### src/rtl/imu_shm_pkg.sv
// Package for the IMU sample health monitor: payload structs, register codes,
// reset values and sizing constants. Depends on nothing; every rtl file imports it.
package imu_shm_pkg;

    // Sizing
    localparam int SENSOR_COUNT = 2;
    localparam int AXES         = 6;
    localparam int SAMPLE_W     = 16;
    localparam int RUN_W        = 16;
    localparam int COUNT_W      = 32;
    localparam int THRESH_W     = 16;
    localparam int MASK_W       = 2;
    localparam int CFG_DATA_W   = 16;

    // Sample extremes
    localparam logic signed [SAMPLE_W-1:0] SAMPLE_RAIL_HI = 16'sh7FFF;
    localparam logic signed [SAMPLE_W-1:0] SAMPLE_RAIL_LO = 16'sh8000;
    localparam logic [RUN_W-1:0]           RUN_MAX        = '1;

    // Register reset values
    localparam logic [THRESH_W-1:0] FROZEN_THRESHOLD_RESET = 16'd50;
    localparam logic [MASK_W-1:0]   REPEAT_MASK_RESET      = 2'd2;

    // Register indexes
    typedef enum logic [0:0] {
        REG_FROZEN_THRESHOLD = 1'b0,
        REG_REPEAT_MASK      = 1'b1
    } imu_shm_reg_t;

    typedef logic signed [SAMPLE_W-1:0] imu_shm_sample_t;

    // One sensor read
    typedef struct packed {
        logic            sensor;
        logic            read_ok;
        logic            fresh;
        imu_shm_sample_t accel_x;
        imu_shm_sample_t accel_y;
        imu_shm_sample_t accel_z;
        imu_shm_sample_t gyro_x;
        imu_shm_sample_t gyro_y;
        imu_shm_sample_t gyro_z;
    } imu_shm_in_t;

    // One status result
    typedef struct packed {
        logic               sensor_out;
        logic               read_fail;
        logic               repeated;
        logic               accel_saturated;
        logic               gyro_saturated;
        logic               frozen_fault;
        logic [COUNT_W-1:0] read_error_count;
        logic [COUNT_W-1:0] repeat_count;
    } imu_shm_out_t;

    // Counter control from the check logic
    typedef struct packed {
        logic advance;
        logic fail_read;
        logic stale_counted;
    } imu_shm_cnt_ctrl_t;

endpackage

### src/rtl/imu_shm_sensor_state.sv
// Per-sensor history: last sample of every axis and the run of identical samples.
// Produces the frozen fault for the current read. Depends on imu_shm_pkg.
module imu_shm_sensor_state
    import imu_shm_pkg::*;
(
    input  logic                clk,
    input  logic                rst_n,
    input  logic                update,
    input  logic                sensor,
    input  imu_shm_sample_t     sample [AXES],
    input  logic [THRESH_W-1:0] frozen_threshold,
    output logic                frozen_fault
);

    imu_shm_sample_t  last_sample_reg   [SENSOR_COUNT][AXES];
    logic [RUN_W-1:0] identical_run_reg [SENSOR_COUNT];
    logic [RUN_W-1:0] run_next;
    logic             identical;

    // Compare the read against the stored sample of its sensor
    always_comb
    begin
        identical = 1'b1;
        for (int a = 0; a < AXES; a++)
        begin
            if (sample[a] != last_sample_reg[sensor][a])
            begin
                identical = 1'b0;
            end
        end
    end

    // Extend the run, hold it at its ceiling, or drop it on a change
    always_comb
    begin
        if (!identical)
        begin
            run_next = '0;
        end
        else if (identical_run_reg[sensor] == RUN_MAX)
        begin
            run_next = identical_run_reg[sensor];
        end
        else
        begin
            run_next = identical_run_reg[sensor] + 1'b1;
        end
    end

    assign frozen_fault = (run_next >= frozen_threshold);

    // Store the sample and run of the sensor on a good read
    always_ff @(posedge clk or negedge rst_n)
    begin
        if (!rst_n)
        begin
            for (int s = 0; s < SENSOR_COUNT; s++)
            begin
                identical_run_reg[s] <= '0;
                for (int a = 0; a < AXES; a++)
                begin
                    last_sample_reg[s][a] <= '0;
                end
            end
        end
        else if (update)
        begin
            identical_run_reg[sensor] <= run_next;
            for (int a = 0; a < AXES; a++)
            begin
                last_sample_reg[sensor][a] <= sample[a];
            end
        end
    end

endmodule

### src/rtl/imu_shm_counters.sv
// Wrapping counters of failed reads and of counted stale reads.
// Shows the values after the current read. Depends on imu_shm_pkg.
module imu_shm_counters
    import imu_shm_pkg::*;
(
    input  logic               clk,
    input  logic               rst_n,
    input  imu_shm_cnt_ctrl_t  ctrl,
    output logic [COUNT_W-1:0] error_count,
    output logic [COUNT_W-1:0] repeat_count
);

    logic [COUNT_W-1:0] error_counter_reg;
    logic [COUNT_W-1:0] repeat_counter_reg;
    logic [COUNT_W-1:0] error_counter_next;
    logic [COUNT_W-1:0] repeat_counter_next;

    // Bump each counter on its event
    always_comb
    begin
        error_counter_next  = error_counter_reg + COUNT_W'(ctrl.fail_read);
        repeat_counter_next = repeat_counter_reg + COUNT_W'(ctrl.stale_counted);
    end

    assign error_count  = error_counter_next;
    assign repeat_count = repeat_counter_next;

    always_ff @(posedge clk or negedge rst_n)
    begin
        if (!rst_n)
        begin
            error_counter_reg  <= '0;
            repeat_counter_reg <= '0;
        end
        else if (ctrl.advance)
        begin
            error_counter_reg  <= error_counter_next;
            repeat_counter_reg <= repeat_counter_next;
        end
    end

endmodule

### src/rtl/imu_sample_health_monitor_core.sv
// Top level of the IMU sample health monitor: input register, checks, result register.
// Depends on imu_shm_pkg, imu_shm_sensor_state and imu_shm_counters.
//
// Usage:
//   item (valid/ready) carries one six-axis sensor read per transfer; status
//   (valid/ready) returns one health result per read, in order.
//   A read is captured in an input register, checked by short logic against
//   the stored history of its sensor, and the result is captured in an output
//   register, which drives status_valid.
//   Throughput is one read per cycle while status_ready is high; the input and output
//   registers form a two-entry pipeline, so a new read is taken while a result waits.
//   When the receiver stalls, the result holds in the output register; one
//   more read may wait in the input register, then item_ready drops.
//   Reset clears the history, the counters and both pipeline stages, and
//   loads frozen_threshold = 50 and repeat_count_mask = 2.
//   cfg_we writes cfg_data to register cfg_index in the same cycle
//   (0: frozen_threshold, 1: repeat_count_mask in bits 1:0); write only
//   while the block holds no read.
module imu_sample_health_monitor_core
    import imu_shm_pkg::*;
(
    input  logic                  clk,
    input  logic                  rst_n,
    input  logic                  item_valid,
    output logic                  item_ready,
    input  imu_shm_in_t           item,
    output logic                  status_valid,
    input  logic                  status_ready,
    output imu_shm_out_t          status,
    input  logic                  cfg_we,
    input  imu_shm_reg_t          cfg_index,
    input  logic [CFG_DATA_W-1:0] cfg_data
);

    logic [THRESH_W-1:0] frozen_threshold_reg;
    logic [MASK_W-1:0]   repeat_mask_reg;
    logic                item_valid_reg;
    imu_shm_in_t         item_reg;
    logic                status_valid_reg;
    imu_shm_out_t        status_reg;
    imu_shm_out_t        status_next;

    logic                advance;
    logic                good_read;
    logic                stale;
    logic                mask_hit;
    logic                frozen_fault;
    logic                accel_sat;
    logic                gyro_sat;
    imu_shm_sample_t     sample [AXES];
    imu_shm_cnt_ctrl_t   cnt_ctrl;
    logic [COUNT_W-1:0]  error_count;
    logic [COUNT_W-1:0]  repeat_count;

    // Configuration writes
    always_ff @(posedge clk or negedge rst_n)
    begin
        if (!rst_n)
        begin
            frozen_threshold_reg <= FROZEN_THRESHOLD_RESET;
            repeat_mask_reg      <= REPEAT_MASK_RESET;
        end
        else if (cfg_we)
        begin
            unique case (cfg_index)
                REG_FROZEN_THRESHOLD: frozen_threshold_reg <= cfg_data[THRESH_W-1:0];
                REG_REPEAT_MASK:      repeat_mask_reg      <= cfg_data[MASK_W-1:0];
            endcase
        end
    end

    // Pipeline control: advance when the result register is free or drains
    assign advance    = item_valid_reg && (!status_valid_reg || status_ready);
    assign item_ready = !item_valid_reg || advance;

    // Input register
    always_ff @(posedge clk or negedge rst_n)
    begin
        if (!rst_n)
        begin
            item_valid_reg <= 1'b0;
        end
        else if (item_ready)
        begin
            item_valid_reg <= item_valid;
        end
    end

    always_ff @(posedge clk)
    begin
        if (item_valid && item_ready)
        begin
            item_reg <= item;
        end
    end

    // Checks on the held read
    assign sample[0] = item_reg.accel_x;
    assign sample[1] = item_reg.accel_y;
    assign sample[2] = item_reg.accel_z;
    assign sample[3] = item_reg.gyro_x;
    assign sample[4] = item_reg.gyro_y;
    assign sample[5] = item_reg.gyro_z;

    assign good_read = item_reg.read_ok && (int'(item_reg.sensor) < SENSOR_COUNT);
    assign stale     = good_read && !item_reg.fresh;
    assign mask_hit  = repeat_mask_reg[item_reg.sensor];

    always_comb
    begin
        accel_sat = 1'b0;
        gyro_sat  = 1'b0;
        for (int a = 0; a < 3; a++)
        begin
            if (sample[a] == SAMPLE_RAIL_HI || sample[a] == SAMPLE_RAIL_LO)
            begin
                accel_sat = 1'b1;
            end
            if (sample[a+3] == SAMPLE_RAIL_HI || sample[a+3] == SAMPLE_RAIL_LO)
            begin
                gyro_sat = 1'b1;
            end
        end
    end

    imu_shm_sensor_state u_state (
        .clk              (clk),
        .rst_n            (rst_n),
        .update           (advance && good_read),
        .sensor           (item_reg.sensor),
        .sample           (sample),
        .frozen_threshold (frozen_threshold_reg),
        .frozen_fault     (frozen_fault)
    );

    assign cnt_ctrl.advance       = advance;
    assign cnt_ctrl.fail_read     = !good_read;
    assign cnt_ctrl.stale_counted = stale && mask_hit;

    imu_shm_counters u_counters (
        .clk          (clk),
        .rst_n        (rst_n),
        .ctrl         (cnt_ctrl),
        .error_count  (error_count),
        .repeat_count (repeat_count)
    );

    // Assemble the result; a failed read clears the other flags
    always_comb
    begin
        status_next.sensor_out       = item_reg.sensor;
        status_next.read_fail        = !good_read;
        status_next.repeated         = stale;
        status_next.accel_saturated  = good_read && accel_sat;
        status_next.gyro_saturated   = good_read && gyro_sat;
        status_next.frozen_fault     = good_read && frozen_fault;
        status_next.read_error_count = error_count;
        status_next.repeat_count     = repeat_count;
    end

    // Result register
    always_ff @(posedge clk or negedge rst_n)
    begin
        if (!rst_n)
        begin
            status_valid_reg <= 1'b0;
        end
        else if (advance)
        begin
            status_valid_reg <= 1'b1;
        end
        else if (status_ready)
        begin
            status_valid_reg <= 1'b0;
        end
    end

    always_ff @(posedge clk)
    begin
        if (advance)
        begin
            status_reg <= status_next;
        end
    end

    assign status_valid = status_valid_reg;
    assign status       = status_reg;

endmodule

### config.mk
export PLATFORM = sky130hd
export DESIGN_NAME = imu_sample_health_monitor_core
export DESIGN_NICKNAME = d
export VERILOG_FILES = /design/src/rtl/imu_shm_pkg.sv /design/src/rtl/imu_shm_sensor_state.sv /design/src/rtl/imu_shm_counters.sv /design/src/rtl/imu_sample_health_monitor_core.sv
export SDC_FILE = /design/constraint.sdc
export NUM_CORES = 1
export LEC_CHECK = 0
export BUFFER_PORTS_ARGS = -buffer_cell sky130_fd_sc_hd__buf_2
export CAP_MARGIN = 20
export CORE_ASPECT_RATIO = 1.4
export CORE_MARGIN = 4
export CORE_UTILIZATION = 42
export CTS_BUF_LIST = sky130_fd_sc_hd__clkbuf_8
export DETAILED_ROUTE_END_ITERATION = 7
export GPL_TIMING_DRIVEN = 0
export MAX_ROUTING_LAYER = met4
export PLACE_DENSITY_LB_ADDON = 0.05
export SLEW_MARGIN = 20
export SYNTH_ARGS = -nofsm -noshare
export SYNTH_HDL_FRONTEND = slang
export SYNTH_SLANG_ARGS = --single-unit
### constraint.sdc
create_clock -name clk -period 5.9 [get_ports clk]
set_input_delay 0.59 -clock clk [delete_from_list [all_inputs] [get_ports clk]]
set_output_delay 0.59 -clock clk [all_outputs]
set_load 0.02 [all_outputs]
* After elaboration in Yosys (flattened, before gate mapping) *
Cells that the tools add are included.

word-level totals
  register bits after elaboration = 477
  bits of input ports = 121
  output and inout bits = 72
  word-level logic and storage cells = 134

cells by class
  $add $sub $neg = 3
  order comparisons = 4
  equality and inequality tests = 19
  muxes and demuxes = 45
  bitwise operators = 2
  reduce and logical (&&, ||, !) cells = 24

operators by type and width
  cell                                                count
  bitwise mux 192 bit                                 6
  demux 96 bit (select 1 bit)                         6
  two-way mux 96 bit                                  4
  equality test 16 bit, second input constant         13
  two-way mux 16 bit                                  7
  != test 16 bit                                      6
  two-way mux 80 bit                                  1
  adder 32 x 1 -> 32 bit                              2
  two-way mux 64 bit                                  1
  two-way mux 48 bit                                  1
  bitwise mux 32 bit                                  1
  two-way mux 32 bit                                  1
  adder 16 x 1 -> 16 bit, second input constant       1
  demux 16 bit (select 1 bit)                         1
  >= comparator 16 bit                                1
  two-way mux 1 bit                                   16
  logical AND 1 bit                                   9
  logical OR 1 bit                                    8
  logical NOT 1 bit                                   4
  AND reduction 2 bit                                 2
  >= comparator 2 bit, second input constant          1
  < comparator 1 x 2 -> 1 bit, second input constant  1
  < comparator 2 x 1 -> 1 bit, second input constant  1
  inverter 1 -> 2 bit                                 1
  2 further kinds                                     2

* Depth between registers and ports, before layout *
  depth after elaboration = 14
  depth in mapped cells = 21
  mapped depth without buffers = 15

* Cells and area by module *
Synthesis repeated with hierarchy kept, for this count alone.

unflattened totals
  cells, all modules = 1852
  area total of the unflattened synthesis = 22029.9 sq um

modules (own cells, without submodules)
  module                          instances  cells an instance  area an instance (sq um)  sequential area each (sq um)
  imu_shm_sensor_state            1          1131               11609.9                   5605.4
  imu_sample_health_monitor_core  1          287                6314.8                    5580.4
  imu_shm_counters                1          434                4105.2                    1601.5

* Least setup slack after synthesis *
Ideal clock, no wire load.

  path kind = register to register
  start = register item_reg[98] (netlist name)
  end = register status_reg (netlist bit status[64]) (data pin)
  setup time = 0.261 ns
  data arrival time = 4.297 ns
  required time = 5.639 ns
  slack = 1.342 ns
  stages on the path, launching flop included = 22
  buffers on the path = 6
  period minus slack after synthesis = 4.558 ns
  path through = edfxtp_1 -> buf_2 -> buf_6 -> buf_2 -> buf_2 -> buf_1 -> mux2_2 -> ha_1 -> nand4b_1 -> a22oi_1 -> nand4_1 -> clkbuf_1 -> xor2_1 -> nand3_1 -> ha_1 -> nand2b_1 -> a21o_1 -> a21o_1 -> a211oi_1 -> o211ai_1 -> a221oi_1 -> nor2_1

RTL lines
  what                    line                                   RTL
  from (decl)             imu_sample_health_monitor_core.sv:38   imu_shm_in_t item_reg;
  from (signal assigned)  imu_sample_health_monitor_core.sv:93   item_reg <= item;
  to (signal assigned)    imu_sample_health_monitor_core.sv:182  status_reg <= status_next;
  to (decl)               imu_sample_health_monitor_core.sv:40   imu_shm_out_t status_reg;

==> results.sh <==
export IMPL_drt_pass1_iter_count=8
export IMPL_synth_area_leader_cell="dfrtp_1"
export IMPL_wl_met1_um=24010
export IMPL_vias=15470
export IMPL_nNetsFinal=2453
export IMPL_grt_antenna_before_repair=1
export IMPL_wl_um=60020
export IMPL_post_cts_buffers=0
export IMPL_grt_pass1_vias=15860
export IMPL_syn_inst=2032
export IMPL_cp_arrival_ns=5.93
export IMPL_start_util_pct=42.33
export IMPL_grt_overflow=0
export IMPL_numCtsBuffers=78
export IMPL_area_growth_pct=16.48
export IMPL_routed_top_layer="met4"
export IMPL_dieArea_mm2=0.05516
export IMPL_grt_max_degree=92
export IMPL_wl_met3_um=2735
export IMPL_cts_tree="done"
export IMPL_drive_gt1_share_pct=14.56
export IMPL_clk_latency_ns=0.66
export IMPL_synthArstFlopShare_pct=64.57
export IMPL_synthTopCellsByArea="dfrtp_1 35%, edfxtp_1 24%, nand2_1 12%"
export IMPL_yosysTopAreaCellShare_pct=35.23
export IMPL_die_h_um=276.3
export IMPL_p_leak_nw=11.73
export IMPL_tightest_slew_ns=0.8843
export IMPL_coreArea_mm2=0.05101
export IMPL_max_freq_ghz=0.1802
export IMPL_utilization_pct=49.31
export IMPL_dp_hpwl_um=43170
export IMPL_cts_max_level=3
export IMPL_viasPerCell=5.109
export IMPL_ir_drop_mv=0.1847
export IMPL_setup_viol=0
export IMPL_maxSlewHeadroom_pct=40.51
export IMPL_grt_pass1_wl_um=93540
export IMPL_grt_use_total_pct=22.61
export IMPL_finalCriticalPeriod_ns=5.549
export IMPL_setup_ws_ns=0.3514
export IMPL_cellPowerDensity_mw_per_mm2=329.5
export IMPL_synth_avg_cell_area_um2=10.63
export IMPL_syn_num_nets=2174
export IMPL_finalHoldViolCount=0
export IMPL_final_area_mm2=0.02515
export IMPL_largest_reg_flops=192
export IMPL_post_route_period_util_pct=94.04
export IMPL_critical_path_class="reg2reg"
export IMPL_seq_area_frac_synth_pct=59.22
export IMPL_postRouteAntennaNets=0
export IMPL_io_buffers=192
export IMPL_pre_cts_slack_ns=-0.1124
export IMPL_ys_warnings_count=0
export IMPL_total_power_mw=8.289
export IMPL_crit_path_max_fanout=10
export IMPL_synth_seq_cells=477
export IMPL_worst_setup_path_start_kind="register"
export IMPL_final_setup_tns_ns=0
export IMPL_place_area_mm2=0.02356
export IMPL_synthFlopType="dfrtp_1"
export IMPL_rows=98
export IMPL_maxCapViolations=0
export IMPL_wl_met2_um=31190
export IMPL_synth_area_mm2=0.02159
export IMPL_place_congestion=0.9137
export IMPL_clock_sinks=477
export IMPL_drt_wirelength_per_cell_um=19.82
export IMPL_cts_root_buf="clkbuf_8"
export IMPL_worst_ep_required_time_ns=6.28
export IMPL_clk_pin_slew_ns=0.06
export IMPL_ys_types=49
export IMPL_ioPinCount=193
export IMPL_fillers=4789
export IMPL_rsz0062_at_grt="no"
export IMPL_slew_viol_final=0
export IMPL_outcome="completed"
export IMPL_crit_path_end_kind="register"
export IMPL_hold_path_class="in2reg"
export IMPL_fin_skew_ns=0.02826
export IMPL_synth_edf_count=169
export IMPL_drc=0
export IMPL_drtIter0Drc=803
export IMPL_die_x_um=199.6
export IMPL_clockBufferDepth=3
path summary, 6_finish.rpt:
kind / start / to / slack (ns) / cells after the start
worst min-delay path: item[72] / item_reg[72]$_DFFE_PP_ / 0.1 / 1
worst max-delay path: item_reg[98]$_DFFE_PP_ / status[64]$_DFFE_PP_ / 0.35 / 17
worst min register to register: u_state.last_sample_reg[173]$_DFFE_PN0P_ / u_state.last_sample_reg[173]$_DFFE_PN0P_ / 0.47 / 2
worst max register to register: item_reg[98]$_DFFE_PP_ / status[64]$_DFFE_PP_ / 0.35 / 17
min in group asynchronous: rst_n / u_counters.error_counter_reg[12]$_DFFE_PN0P_ / 0.31 / 2
max in group asynchronous: rst_n / u_state.last_sample_reg[83]$_DFFE_PN0P_ / 4.41 / 4
cells by family (layout without fill, tap and decap cells):
logic type      Yosys count  in the layout  synth area share, %
simple gates            989            989                20.00
flops                   477            477                59.22
xor+xnor                223            223                9.045
mux                     124            124                5.829
buf+inv                 117            461                2.329
compound gates           81             81                2.364
fa+ha+maj                21             21                1.217
other cells               0              2                    0
final cells by class:
cell class              instances  area (um^2)  area share, %
inverters                      25        93.84         0.3731
clock inverters                54        326.6          1.298
diodes                          2        5.005        0.01990
repair buffers                200         1159          4.606
flip-flops and latches        477        12790          50.84
multi-input cells            1438         8307          33.02
well taps                     650        813.3          3.233
plain buffers                  91        409.1          1.627
clock buffers                  91         1252          4.979
what timing repair did:
item / 4_1_cts / 5_1_grt
setup endpoints to repair: 1 / 1
hold buffers: 1 / 0
resized for setup: 0 / 1
hold endpoints to repair: 40 / 0
critical path: stages (launching register included):
cell and delay, ns:
edfxtp_1 0.38, buf_2 0.22, buf_2 0.49, mux2i_1 0.28, xnor2_1 0.19, nor4_1 0.69, nand4_1 0.32, nor4_2 0.53
buf_2 0.35, nand3_1 0.16, ha_1 0.31, nand2b_1 0.14, a21o_1 0.18, a21o_1 0.17, a211oi_1 0.22, o211ai_1 0.15
a221oi_1 0.38, nor2_1 0.09
cell usage in the layout (no fill, tap or decap), types with 6 or more instances in the layout:
cell | synthesis | final
nor4_1 | 49 | 49
nor2_1 | 65 | 65
and2_1 | 14 | 13
a31oi_1 | 6 | 6
and3_1 | 15 | 15
ha_1 | 21 | 21
nand3_1 | 41 | 41
clkinv_1 | 1 | 6
buf_2 | 9 | 200
nand4_1 | 53 | 53
and4_1 | 7 | 7
xor2_1 | 59 | 59
o21ai_0 | 28 | 28
nor3_1 | 13 | 13
inv_1 | 24 | 61
nand4b_1 | 10 | 10
mux2i_1 | 110 | 110
nand2_1 | 695 | 695
nor4b_1 | 6 | 6
mux2_2 | 14 | 14
xnor2_1 | 164 | 164
dfrtp_1 | 304 | 304
clkbuf_1 | 70 | 70
a21oi_1 | 9 | 9
edfxtp_1 | 169 | 169
o31ai_1 | 18 | 18
clkbuf_8 | 0 | 91
buf_6 | 6 | 6
stage by stage:
stage | hold slack (ns) | instances
finish | 0.09758 | 3028
CTS | 0.03701 | 3026
floorplan | 0.2944 | 2032
global placement | 0.4565 | 2874
global route | 0.05584 | 3027
detailed placement | 0.3903 | 2881
cells in the mapped netlist, types with 14 or more instances:
master	instances
dfrtp_1	304
nand4_1	53
o31ai_1	18
xor2_1	59
mux2i_1	110
xnor2_1	164
and2_1	14
inv_1	24
edfxtp_1	169
mux2_2	14
nor4_1	49
nand3_1	41
clkbuf_1	70
nor2_1	65
o21ai_0	28
nand2_1	695
and3_1	15
ha_1	21
power by group:
| group | switching, mW | internal, mW | leakage, nW |
|---|---|---|---|
| combinational | 0.736 | 0.471 | 5.18 |
| clock | 1.34 | 1.58 | 0.940 |
| sequential | 0.274 | 3.89 | 5.62 |
| total | 2.35 | 5.94 | 11.7 |
metal layers:
| metal | track usage (%) | vias up |
|---|---|---|
| li1 | - | 7442 |
| met1 | 27.37 | 7517 |
| met2 | 38.32 | 413 |
| met3 | 2.986 | 99 |
| met4 | 8.747 | 0 |
| met5 | - | - |
No activity file was read; power rests on OpenSTA's default activity.
